[config.mk]
export PLATFORM = sky130hd
export DESIGN_NAME = capping_motion_sequencer_top
export DESIGN_NICKNAME = d
export VERILOG_FILES = /design/src/rtl/cms_pkg.sv /design/src/rtl/capping_motion_sequencer_top.sv /design/src/rtl/cms_cfg_regs.sv /design/src/rtl/cms_core.sv
export SDC_FILE = /design/constraint.sdc
export NUM_CORES = 1
export LEC_CHECK = 0
export ABC_AREA = 1
export BUFFER_PORTS_ARGS = -buffer_cell sky130_fd_sc_hd__buf_2
export CORE_MARGIN = 5
export CORE_UTILIZATION = 62
export CTS_CLUSTER_SIZE = 10
export DETAILED_ROUTE_END_ITERATION = 16
export PLACE_DENSITY = 0.86
export SETUP_SLACK_MARGIN = 0.5
export SLEW_MARGIN = 40
export SYNTH_ARGS = -nofsm -noshare
export SYNTH_HDL_FRONTEND = slang
export SYNTH_SLANG_ARGS = --single-unit
[constraint.sdc]
create_clock -name i_clk -period 8.7 [get_ports i_clk]
set_input_delay 1.74 -clock i_clk [delete_from_list [all_inputs] [get_ports i_clk]]
set_output_delay 1.74 -clock i_clk [all_outputs]
set_load 0.005 [all_outputs]
[src/rtl/cms_pkg.sv]
package cms_pkg;

    localparam int POSITION_BITS = 16;
    localparam int DWELL_BITS    = 22;

    localparam logic [15:0] SCREW_MIN  = 16'd500;
    localparam logic [15:0] NOZZLE_MIN = 16'd1000;
    localparam logic [15:0] RETURN_MIN = 16'd1000;

    localparam int CFG_ADDR_BITS  = 5;
    localparam int CFG_INDEX_BITS = 3;

    typedef enum logic [CFG_INDEX_BITS-1:0] {
        REG_SCREW_STEP_PERIOD    = 3'd0,
        REG_NOZZLE_STEP_PERIOD   = 3'd1,
        REG_NOZZLE_RETURN_PERIOD = 3'd2,
        REG_DESCEND_STEPS        = 3'd3,
        REG_THREAD_DESCEND_STEPS = 3'd4,
        REG_NOZZLE_STEPS         = 3'd5,
        REG_SETTLE_TICKS         = 3'd6,
        REG_FINAL_DWELL_TICKS    = 3'd7
    } t_reg_index;

    typedef enum logic [1:0] {
        OP_TICK  = 2'd0,
        OP_START = 2'd1,
        OP_STOP  = 2'd2,
        OP_RESET = 2'd3
    } t_op;

    typedef struct packed {
        logic [1:0] operation;
        logic       limit_pressed;
    } t_in_data;

    typedef struct packed {
        logic        screw_step;
        logic        screw_dir_up;
        logic        screw_enable;
        logic        nozzle_step;
        logic        nozzle_dir_close;
        logic        nozzle_enable;
        logic [3:0]  phase_code;
        logic [15:0] position_steps;
        logic        start_rejected;
    } t_out_data;

    typedef struct packed {
        logic [15:0] screw_step_period;
        logic [15:0] nozzle_step_period;
        logic [15:0] nozzle_return_period;
        logic [15:0] descend_steps;
        logic [15:0] thread_descend_steps;
        logic [15:0] nozzle_steps;
        logic [21:0] settle_ticks;
        logic [21:0] final_dwell_ticks;
    } t_cfg;

endpackage

[src/rtl/capping_motion_sequencer_top.sv]
// Channel  | Direction | Handshake                  | Payload
// input    | in        | i_in_valid / o_in_stall    | i_in_data  (t_in_data)
// output   | out       | o_out_valid / i_out_stall  | o_out_data (t_out_data)
// config   | in        | psel, penable, pwrite      | paddr, pwdata, prdata
//
// One request is taken per clock while o_in_stall is low; its result is registered in the
// output register. The sequencer state and output logic sit between the input handshake
// and that register. A second result register catches a result while the output is
// stalled; o_in_stall is high only while it is occupied.
// Synchronous active-low reset clears the sequencer and loads the default configuration.
module capping_motion_sequencer_top (
    input  logic                                i_clk,
    input  logic                                i_rst_n,
    input  logic                                i_in_valid,
    input  cms_pkg::t_in_data                   i_in_data,
    output logic                                o_in_stall,
    output logic                                o_out_valid,
    output cms_pkg::t_out_data                  o_out_data,
    input  logic                                i_out_stall,
    input  logic                                psel,
    input  logic                                penable,
    input  logic                                pwrite,
    input  logic [cms_pkg::CFG_ADDR_BITS-1:0]   paddr,
    input  logic [31:0]                         pwdata,
    output logic [31:0]                         prdata,
    output logic                                pready
);
    import cms_pkg::*;

    t_cfg      w_cfg;
    t_out_data w_result;
    logic      w_accept, w_take;

    logic      r_out_valid, r_skid_valid;
    t_out_data r_out_data, r_skid_data;

    assign o_in_stall  = r_skid_valid;
    assign o_out_valid = r_out_valid;
    assign o_out_data  = r_out_data;
    assign w_accept    = i_in_valid & ~r_skid_valid;
    assign w_take      = r_out_valid & ~i_out_stall;

    cms_cfg_regs u_cfg (
        .i_clk   (i_clk),
        .i_rst_n (i_rst_n),
        .psel    (psel),
        .penable (penable),
        .pwrite  (pwrite),
        .paddr   (paddr),
        .pwdata  (pwdata),
        .prdata  (prdata),
        .pready  (pready),
        .o_cfg   (w_cfg)
    );

    cms_core u_core (
        .i_clk    (i_clk),
        .i_rst_n  (i_rst_n),
        .i_accept (w_accept),
        .i_data   (i_in_data),
        .i_cfg    (w_cfg),
        .o_result (w_result)
    );

    always_ff @(posedge i_clk) begin
        if (!i_rst_n) begin
            r_out_valid  <= 1'b0;
            r_skid_valid <= 1'b0;
        end else begin
            if (r_skid_valid) begin
                if (w_take) begin
                    r_out_valid  <= 1'b1;
                    r_skid_valid <= 1'b0;
                end
            end else if (w_accept) begin
                if (!r_out_valid || w_take) begin
                    r_out_valid <= 1'b1;
                end else begin
                    r_skid_valid <= 1'b1;
                end
            end else if (w_take) begin
                r_out_valid <= 1'b0;
            end
        end
    end

    always_ff @(posedge i_clk) begin
        if (r_skid_valid) begin
            if (w_take) begin
                r_out_data <= r_skid_data;
            end
        end else if (w_accept) begin
            if (!r_out_valid || w_take) begin
                r_out_data <= w_result;
            end else begin
                r_skid_data <= w_result;
            end
        end
    end

endmodule

[src/rtl/cms_cfg_regs.sv]
module cms_cfg_regs (
    input  logic                                i_clk,
    input  logic                                i_rst_n,
    input  logic                                psel,
    input  logic                                penable,
    input  logic                                pwrite,
    input  logic [cms_pkg::CFG_ADDR_BITS-1:0]   paddr,
    input  logic [31:0]                         pwdata,
    output logic [31:0]                         prdata,
    output logic                                pready,
    output cms_pkg::t_cfg                       o_cfg
);
    import cms_pkg::*;

    t_cfg       r_cfg;
    t_reg_index w_index;
    logic       w_write;

    assign pready  = 1'b1;
    assign w_index = t_reg_index'(paddr[CFG_ADDR_BITS-1:2]);
    assign w_write = psel & penable & pwrite & pready;
    assign o_cfg   = r_cfg;

    always_ff @(posedge i_clk) begin
        if (!i_rst_n) begin
            r_cfg.screw_step_period    <= 16'd1500;
            r_cfg.nozzle_step_period   <= 16'd18000;
            r_cfg.nozzle_return_period <= 16'd6000;
            r_cfg.descend_steps        <= 16'd1600;
            r_cfg.thread_descend_steps <= 16'd120;
            r_cfg.nozzle_steps         <= 16'd200;
            r_cfg.settle_ticks         <= 22'd500000;
            r_cfg.final_dwell_ticks    <= 22'd1000000;
        end else if (w_write) begin
            unique case (w_index)
                REG_SCREW_STEP_PERIOD:    r_cfg.screw_step_period    <= pwdata[15:0];
                REG_NOZZLE_STEP_PERIOD:   r_cfg.nozzle_step_period   <= pwdata[15:0];
                REG_NOZZLE_RETURN_PERIOD: r_cfg.nozzle_return_period <= pwdata[15:0];
                REG_DESCEND_STEPS:        r_cfg.descend_steps        <= pwdata[15:0];
                REG_THREAD_DESCEND_STEPS: r_cfg.thread_descend_steps <= pwdata[15:0];
                REG_NOZZLE_STEPS:         r_cfg.nozzle_steps         <= pwdata[15:0];
                REG_SETTLE_TICKS:         r_cfg.settle_ticks         <= pwdata[21:0];
                REG_FINAL_DWELL_TICKS:    r_cfg.final_dwell_ticks    <= pwdata[21:0];
                default: ;
            endcase
        end
    end

    always_comb begin
        unique case (w_index)
            REG_SCREW_STEP_PERIOD:    prdata = 32'(r_cfg.screw_step_period);
            REG_NOZZLE_STEP_PERIOD:   prdata = 32'(r_cfg.nozzle_step_period);
            REG_NOZZLE_RETURN_PERIOD: prdata = 32'(r_cfg.nozzle_return_period);
            REG_DESCEND_STEPS:        prdata = 32'(r_cfg.descend_steps);
            REG_THREAD_DESCEND_STEPS: prdata = 32'(r_cfg.thread_descend_steps);
            REG_NOZZLE_STEPS:         prdata = 32'(r_cfg.nozzle_steps);
            REG_SETTLE_TICKS:         prdata = 32'(r_cfg.settle_ticks);
            REG_FINAL_DWELL_TICKS:    prdata = 32'(r_cfg.final_dwell_ticks);
            default:                  prdata = '0;
        endcase
    end

endmodule

[src/rtl/cms_core.sv]
module cms_core (
    input  logic                i_clk,
    input  logic                i_rst_n,
    input  logic                i_accept,
    input  cms_pkg::t_in_data   i_data,
    input  cms_pkg::t_cfg       i_cfg,
    output cms_pkg::t_out_data  o_result
);
    import cms_pkg::*;

    typedef enum logic [3:0] {
        PH_IDLE    = 4'd0,
        PH_DESCEND = 4'd1,
        PH_SETTLE  = 4'd2,
        PH_THREAD  = 4'd3,
        PH_DWELL   = 4'd4,
        PH_RAISE   = 4'd5,
        PH_RETURN  = 4'd6,
        PH_EMERG   = 4'd7,
        PH_DONE    = 4'd8
    } t_phase;

    localparam logic [POSITION_BITS-1:0] POS_MAX = '1;
    localparam logic [31:0] DWELL_MASK = 32'((64'd1 << DWELL_BITS) - 64'd1);

    t_phase                   r_phase, n_phase;
    logic                     r_emergency, n_emergency;
    logic [15:0]              r_screw_timer, n_screw_timer;
    logic [15:0]              r_nozzle_timer, n_nozzle_timer;
    logic [DWELL_BITS-1:0]    r_dwell_timer, n_dwell_timer;
    logic [15:0]              r_screw_done, n_screw_done;
    logic [15:0]              r_nozzle_done, n_nozzle_done;
    logic [POSITION_BITS-1:0] r_position, n_position;

    t_op         w_op;
    t_phase      w_act;
    logic        w_ss, w_ns, w_rej, w_run;
    logic [15:0] w_sp, w_np, w_rp;
    logic [31:0] w_dwell32, w_settle32, w_final32;

    assign w_op       = t_op'(i_data.operation);
    assign w_sp       = (i_cfg.screw_step_period < SCREW_MIN) ? SCREW_MIN
                                                              : i_cfg.screw_step_period;
    assign w_np       = (i_cfg.nozzle_step_period < NOZZLE_MIN) ? NOZZLE_MIN
                                                                : i_cfg.nozzle_step_period;
    assign w_rp       = (i_cfg.nozzle_return_period < RETURN_MIN) ? RETURN_MIN
                                                                  : i_cfg.nozzle_return_period;
    assign w_dwell32  = 32'(r_dwell_timer);
    assign w_settle32 = 32'(i_cfg.settle_ticks) & DWELL_MASK;
    assign w_final32  = 32'(i_cfg.final_dwell_ticks) & DWELL_MASK;

    always_comb begin
        n_phase        = r_phase;
        n_emergency    = r_emergency;
        n_screw_timer  = r_screw_timer;
        n_nozzle_timer = r_nozzle_timer;
        n_dwell_timer  = r_dwell_timer;
        n_screw_done   = r_screw_done;
        n_nozzle_done  = r_nozzle_done;
        n_position     = r_position;
        w_ss           = 1'b0;
        w_ns           = 1'b0;
        w_rej          = 1'b0;
        w_run          = 1'b0;

        if (w_op == OP_STOP) begin
            n_emergency = 1'b1;
            n_phase     = PH_EMERG;
        end else if (w_op == OP_RESET) begin
            n_emergency    = 1'b0;
            n_phase        = PH_IDLE;
            n_screw_timer  = '0;
            n_nozzle_timer = '0;
            n_dwell_timer  = '0;
            n_screw_done   = '0;
            n_nozzle_done  = '0;
        end else if (w_op == OP_START && (r_phase == PH_IDLE || r_phase == PH_DONE)
                     && !r_emergency && i_data.limit_pressed) begin
            n_phase        = PH_DESCEND;
            n_position     = '0;
            n_screw_timer  = '0;
            n_nozzle_timer = '0;
            n_dwell_timer  = '0;
            n_screw_done   = '0;
            n_nozzle_done  = '0;
        end else begin
            w_run = 1'b1;
            w_rej = (w_op == OP_START);
            case (r_phase)
                PH_DESCEND: begin
                    if (r_screw_timer == '0) begin
                        if (r_screw_done >= i_cfg.descend_steps) begin
                            n_phase       = PH_SETTLE;
                            n_dwell_timer = '0;
                        end else begin
                            w_ss          = 1'b1;
                            n_screw_done  = r_screw_done + 16'd1;
                            if (r_position != POS_MAX) begin
                                n_position = r_position + 1'b1;
                            end
                            n_screw_timer = w_sp - 16'd1;
                        end
                    end else begin
                        n_screw_timer = r_screw_timer - 16'd1;
                    end
                end
                PH_SETTLE: begin
                    if (w_dwell32 >= w_settle32) begin
                        n_phase        = PH_THREAD;
                        n_screw_done   = '0;
                        n_nozzle_done  = '0;
                        n_screw_timer  = w_sp - 16'd1;
                        n_nozzle_timer = w_np - 16'd1;
                    end else begin
                        n_dwell_timer = r_dwell_timer + 1'b1;
                    end
                end
                PH_THREAD: begin
                    if (r_screw_done < i_cfg.thread_descend_steps) begin
                        if (r_screw_timer == '0) begin
                            w_ss          = 1'b1;
                            n_screw_done  = r_screw_done + 16'd1;
                            if (r_position != POS_MAX) begin
                                n_position = r_position + 1'b1;
                            end
                            n_screw_timer = w_sp - 16'd1;
                        end else begin
                            n_screw_timer = r_screw_timer - 16'd1;
                        end
                    end
                    if (r_nozzle_done < i_cfg.nozzle_steps) begin
                        if (r_nozzle_timer == '0) begin
                            w_ns           = 1'b1;
                            n_nozzle_done  = r_nozzle_done + 16'd1;
                            n_nozzle_timer = w_np - 16'd1;
                        end else begin
                            n_nozzle_timer = r_nozzle_timer - 16'd1;
                        end
                    end
                    if (n_screw_done >= i_cfg.thread_descend_steps
                        && n_nozzle_done >= i_cfg.nozzle_steps) begin
                        n_phase       = PH_DWELL;
                        n_dwell_timer = '0;
                    end
                end
                PH_DWELL: begin
                    if (w_dwell32 >= w_final32) begin
                        n_phase       = PH_RAISE;
                        n_screw_timer = '0;
                    end else begin
                        n_dwell_timer = r_dwell_timer + 1'b1;
                    end
                end
                PH_RAISE: begin
                    if (r_screw_timer == '0) begin
                        if (i_data.limit_pressed) begin
                            n_position     = '0;
                            n_phase        = PH_RETURN;
                            n_nozzle_done  = '0;
                            n_nozzle_timer = '0;
                        end else begin
                            w_ss          = 1'b1;
                            if (r_position != '0) begin
                                n_position = r_position - 1'b1;
                            end
                            n_screw_timer = w_sp - 16'd1;
                        end
                    end else begin
                        n_screw_timer = r_screw_timer - 16'd1;
                    end
                end
                PH_RETURN: begin
                    if (r_nozzle_timer == '0) begin
                        if (r_nozzle_done >= i_cfg.nozzle_steps) begin
                            n_phase = PH_DONE;
                        end else begin
                            w_ns           = 1'b1;
                            n_nozzle_done  = r_nozzle_done + 16'd1;
                            n_nozzle_timer = w_rp - 16'd1;
                        end
                    end else begin
                        n_nozzle_timer = r_nozzle_timer - 16'd1;
                    end
                end
                default: ;
            endcase
        end

        w_act = w_run ? r_phase : n_phase;

        o_result.screw_step       = w_ss;
        o_result.screw_dir_up     = (w_act == PH_RAISE);
        o_result.screw_enable     = (w_act == PH_DESCEND) || (w_act == PH_THREAD)
                                    || (w_act == PH_RAISE);
        o_result.nozzle_step      = w_ns;
        o_result.nozzle_dir_close = (w_act == PH_THREAD);
        o_result.nozzle_enable    = (w_act == PH_THREAD) || (w_act == PH_RETURN);
        o_result.phase_code       = n_phase;
        o_result.position_steps   = 16'(n_position);
        o_result.start_rejected   = w_rej;
    end

    always_ff @(posedge i_clk) begin
        if (!i_rst_n) begin
            r_phase        <= PH_IDLE;
            r_emergency    <= 1'b0;
            r_screw_timer  <= '0;
            r_nozzle_timer <= '0;
            r_dwell_timer  <= '0;
            r_screw_done   <= '0;
            r_nozzle_done  <= '0;
            r_position     <= '0;
        end else if (i_accept) begin
            r_phase        <= n_phase;
            r_emergency    <= n_emergency;
            r_screw_timer  <= n_screw_timer;
            r_nozzle_timer <= n_nozzle_timer;
            r_dwell_timer  <= n_dwell_timer;
            r_screw_done   <= n_screw_done;
            r_nozzle_done  <= n_nozzle_done;
            r_position     <= n_position;
        end
    end

    // The latch is only ever set together with the emergency phase.
    a_latch_phase: assert property (@(posedge i_clk) disable iff (!i_rst_n)
        r_emergency |-> (r_phase == PH_EMERG))
        else $error("emergency latched outside the emergency phase");

    a_stop_enters: assert property (@(posedge i_clk) disable iff (!i_rst_n)
        (i_accept && w_op == OP_STOP) |=> (r_phase == PH_EMERG && r_emergency))
        else $error("emergency stop did not latch");

    a_step_timer: assert property (@(posedge i_clk) disable iff (!i_rst_n)
        (i_accept && w_ss) |-> (r_screw_timer == '0 && o_result.screw_enable))
        else $error("screw step issued before its timer expired");

endmodule
==> flow_metrics.tcl <==
set metrics [dict create \
    status "complete, no violations" \
    final_cell_mix "878 x nand2_1, 379 x inv_1, 327 x a21oi_1" \
    drt-total-wl_mm 75.2 \
    path_clk_slew_ns 0.05 \
    syn_area_mm2 0.0225 \
    clock_sinks 303 \
    row_count 69 \
    final_area_mm2 0.0242 \
    grt_usage 0.356 \
    area_delta_synth_final_pct 7.40 \
    synth_edf_count 54 \
    drc_errors 0 \
    finalCritPeriodShare 0.652 \
    yosys_register_bits 303 \
    critPathKind "reg -> reg" \
    die_x_um 200 \
    critical_path_arrival_ns 6.13 \
    synth_top_area_share 0.222 \
    synth_top_area_cell "dfxtp_1" \
    ys_types 52 \
    wl_per_cell_um 19.1 \
    ys.flop_type "dfxtp_1" \
    clk_latency_ns 0.57 \
    cts_tree "yes" \
    yosys_warnings 0 \
    syn_avg_cell_area_um2 6.50 \
    detail_route.first_pass.iterations 7 \
    drtIter0Drc 3007 \
    dp.cells 3875 \
    p_leak_uw 0.0109 \
    rsz0062_at_grt "no" \
    fmax_mhz 176 \
    nNetsFinal 3636 \
    cts_resized 0 \
    synth_area_leaders "dfxtp_1 22%, nand2_1 15%, ha_1 7.5%" \
    whs_path_depth 2 \
    ant_nets 0 \
    ys_seq_area_frac 0.294 \
    worstPathRequired_ns 9.16 \
    async_reset_ff_frac 0 \
    fin_crit_ns 5.67 \
    finalSetupViolCount 0 \
    fin_ws_ns 3.03 \
    ctsHoldBuffers 0 \
    worstHoldPathType "reg -> reg" \
    cts_post_setup_buffers_inserted 0 \
    power_density_mw_per_mm2 183 \
    die_area_mm2 0.0402 \
    maxSlewViolCount 0 \
    antenna_found_initial 1 \
    clockBufferDepth 3 \
    placed_cell_area_mm2 0.0229 \
    relSlewSlack 0.424 \
    place.gp.congestion 1.05 \
    finalHoldViolations 0 \
    grt_pass1_vias 22341 \
    drv_cap 0 \
    ctsRootBufferMaster "clkbuf_16" \
    finalClockSkew_ns 0.0232 \
    drive_gt1_frac 0.0745 \
    layout_commonest_cell "nand2_1" \
    start_kind "flop" \
    r2r_cells 21 \
    h-tree-depth 2 \
    grt_pass1_wl_mm 119 \
    tightest_slew_ns 0.863 \
    instances_no_fill 3940 \
    worstSetupEndpointType "flop" \
    hpwl_mm 55.0 \
    pre_cts_slack_ns 3.30 \
    initial_core_util 0.631 \
    overflow 0 \
    total_power_uw 4420 \
    portBuffers 85 \
    syn_inst 3458 \
    irDropWorstVdd_v 0.000158 \
    io_pins 109 \
    grt_max_degree 77 \
    viasPerCell 6.16 \
    numCtsBuffers 39 \
    routed-via-count 24284 \
    die_h_um 200 \
    setup_tns_ns 0 \
    crit_path_max_fanout 26 \
    core-area_mm2 0.0357 \
]
[flip-flops by register name, summed over array words and instances (netlist names)]
| signal | flops |
|---|---|
| u_core.r_screw_timer | 16 |
| o_out_valid | 1 |
| u_core.r_nozzle_timer | 16 |
| u_core.r_screw_done | 16 |
| u_core.r_phase | 4 |
| u_cfg.o_cfg | 140 |
| u_core.r_dwell_timer | 22 |
| o_in_stall | 1 |
| o_out_data | 27 |
| u_core.r_position | 16 |
| r_skid_data | 27 |
| u_core.r_emergency | 1 |
| u_core.r_nozzle_done | 16 |
[power breakdown]
part / leakage (uW) / internal (uW) / switching (uW)
sequential: 0.00254 / 1490 / 54.9
combinational: 0.00775 / 395 / 898
clock: 0.000590 / 941 / 641
[critical path, cell delays in order, from the launching register on]
cell,delay [ns]
dfxtp_1,0.49
ha_1,0.31
a21oi_1,0.15
o21a_1,0.13
nand2_1,0.11
a21oi_2,0.69
nand2_2,0.59
o21ai_0,0.48
inv_1,0.10
ha_1,0.31
nand2_1,0.07
o21a_1,0.18
nor2_1,0.09
nor2_1,0.05
nand2_1,0.16
nand2_1,0.14
nand3_1,0.09
nand2_1,0.09
nor2_4,0.51
nand2_2,0.45
o21ai_0,0.28
nor2_1,0.05
[through the flow]
stage	hold WS [ns]	utilization
global placement	0.454	0.642
CTS	0.475	0.677
detailed placement	0.465	0.643
global route	0.506	0.677
floorplan	0.430	-
finish	0.474	0.677
[cell type report]
| class | instances | area, um^2 |
|---|---|---|
| clock buffers | 53 | 1060 |
| well taps | 461 | 577 |
| clock inverters | 10 | 166 |
| flip-flops and latches | 303 | 6610 |
| diodes | 2 | 5.00 |
| multi-input cells | 2596 | 13600 |
| fillers | 3102 | 11500 |
| repair buffers | 99 | 533 |
| inverters | 416 | 1570 |
[layer usage]
metal,vias to the layer above,global-route usage,part of all wire
met5,-,0,0.00019
met4,2,0.167,0.048
met3,280,0.0847,0.12
met2,1473,0.547,0.43
met1,11022,0.474,0.40
li1,11507,-,-
[kinds of logic after synthesis]
kind of cell               after synthesis  synth area share
DFF                                    303             0.294
and+or+nand+nor                       1647             0.324
AOI/OAI and AO/OA                      733             0.178
buffers and inverters                  568             0.102
xor gates and xnor gates                71            0.0276
other                                    2          0.000334
adders and majority gates              134            0.0745
[synthesized netlist by cell type, drive strengths merged (2+ instances only)]
library cell	instances
nand3b	8
dfxtp	249
o21bai	2
nor2	303
o22ai	58
xnor2	10
or2	9
o211ai	41
o21ai	256
conb	2
ha	134
nor4	9
a221oi	18
nand3	287
clkbuf	78
edfxtp	54
o21a	13
inv	410
o31ai	3
a21boi	2
nand2	892
clkinv	6
buf	74
xor2	61
a21o	2
a211oi	2
nand4	66
a31oi	5
nor3	69
a21oi	331
and2	2
[worst paths after layout]
path	start	to	slack [ns]
worst max register to register	u_core.r_screw_done[7]	u_core.r_dwell_timer[3]	3.03
worst min-delay path	u_core.r_emergency	u_core.r_emergency	0.47
worst max-delay path	u_core.r_screw_done[7]	u_core.r_dwell_timer[3]	3.03
worst min register to register	u_core.r_emergency	u_core.r_emergency	0.47
(Power assumes the default switching activity.)
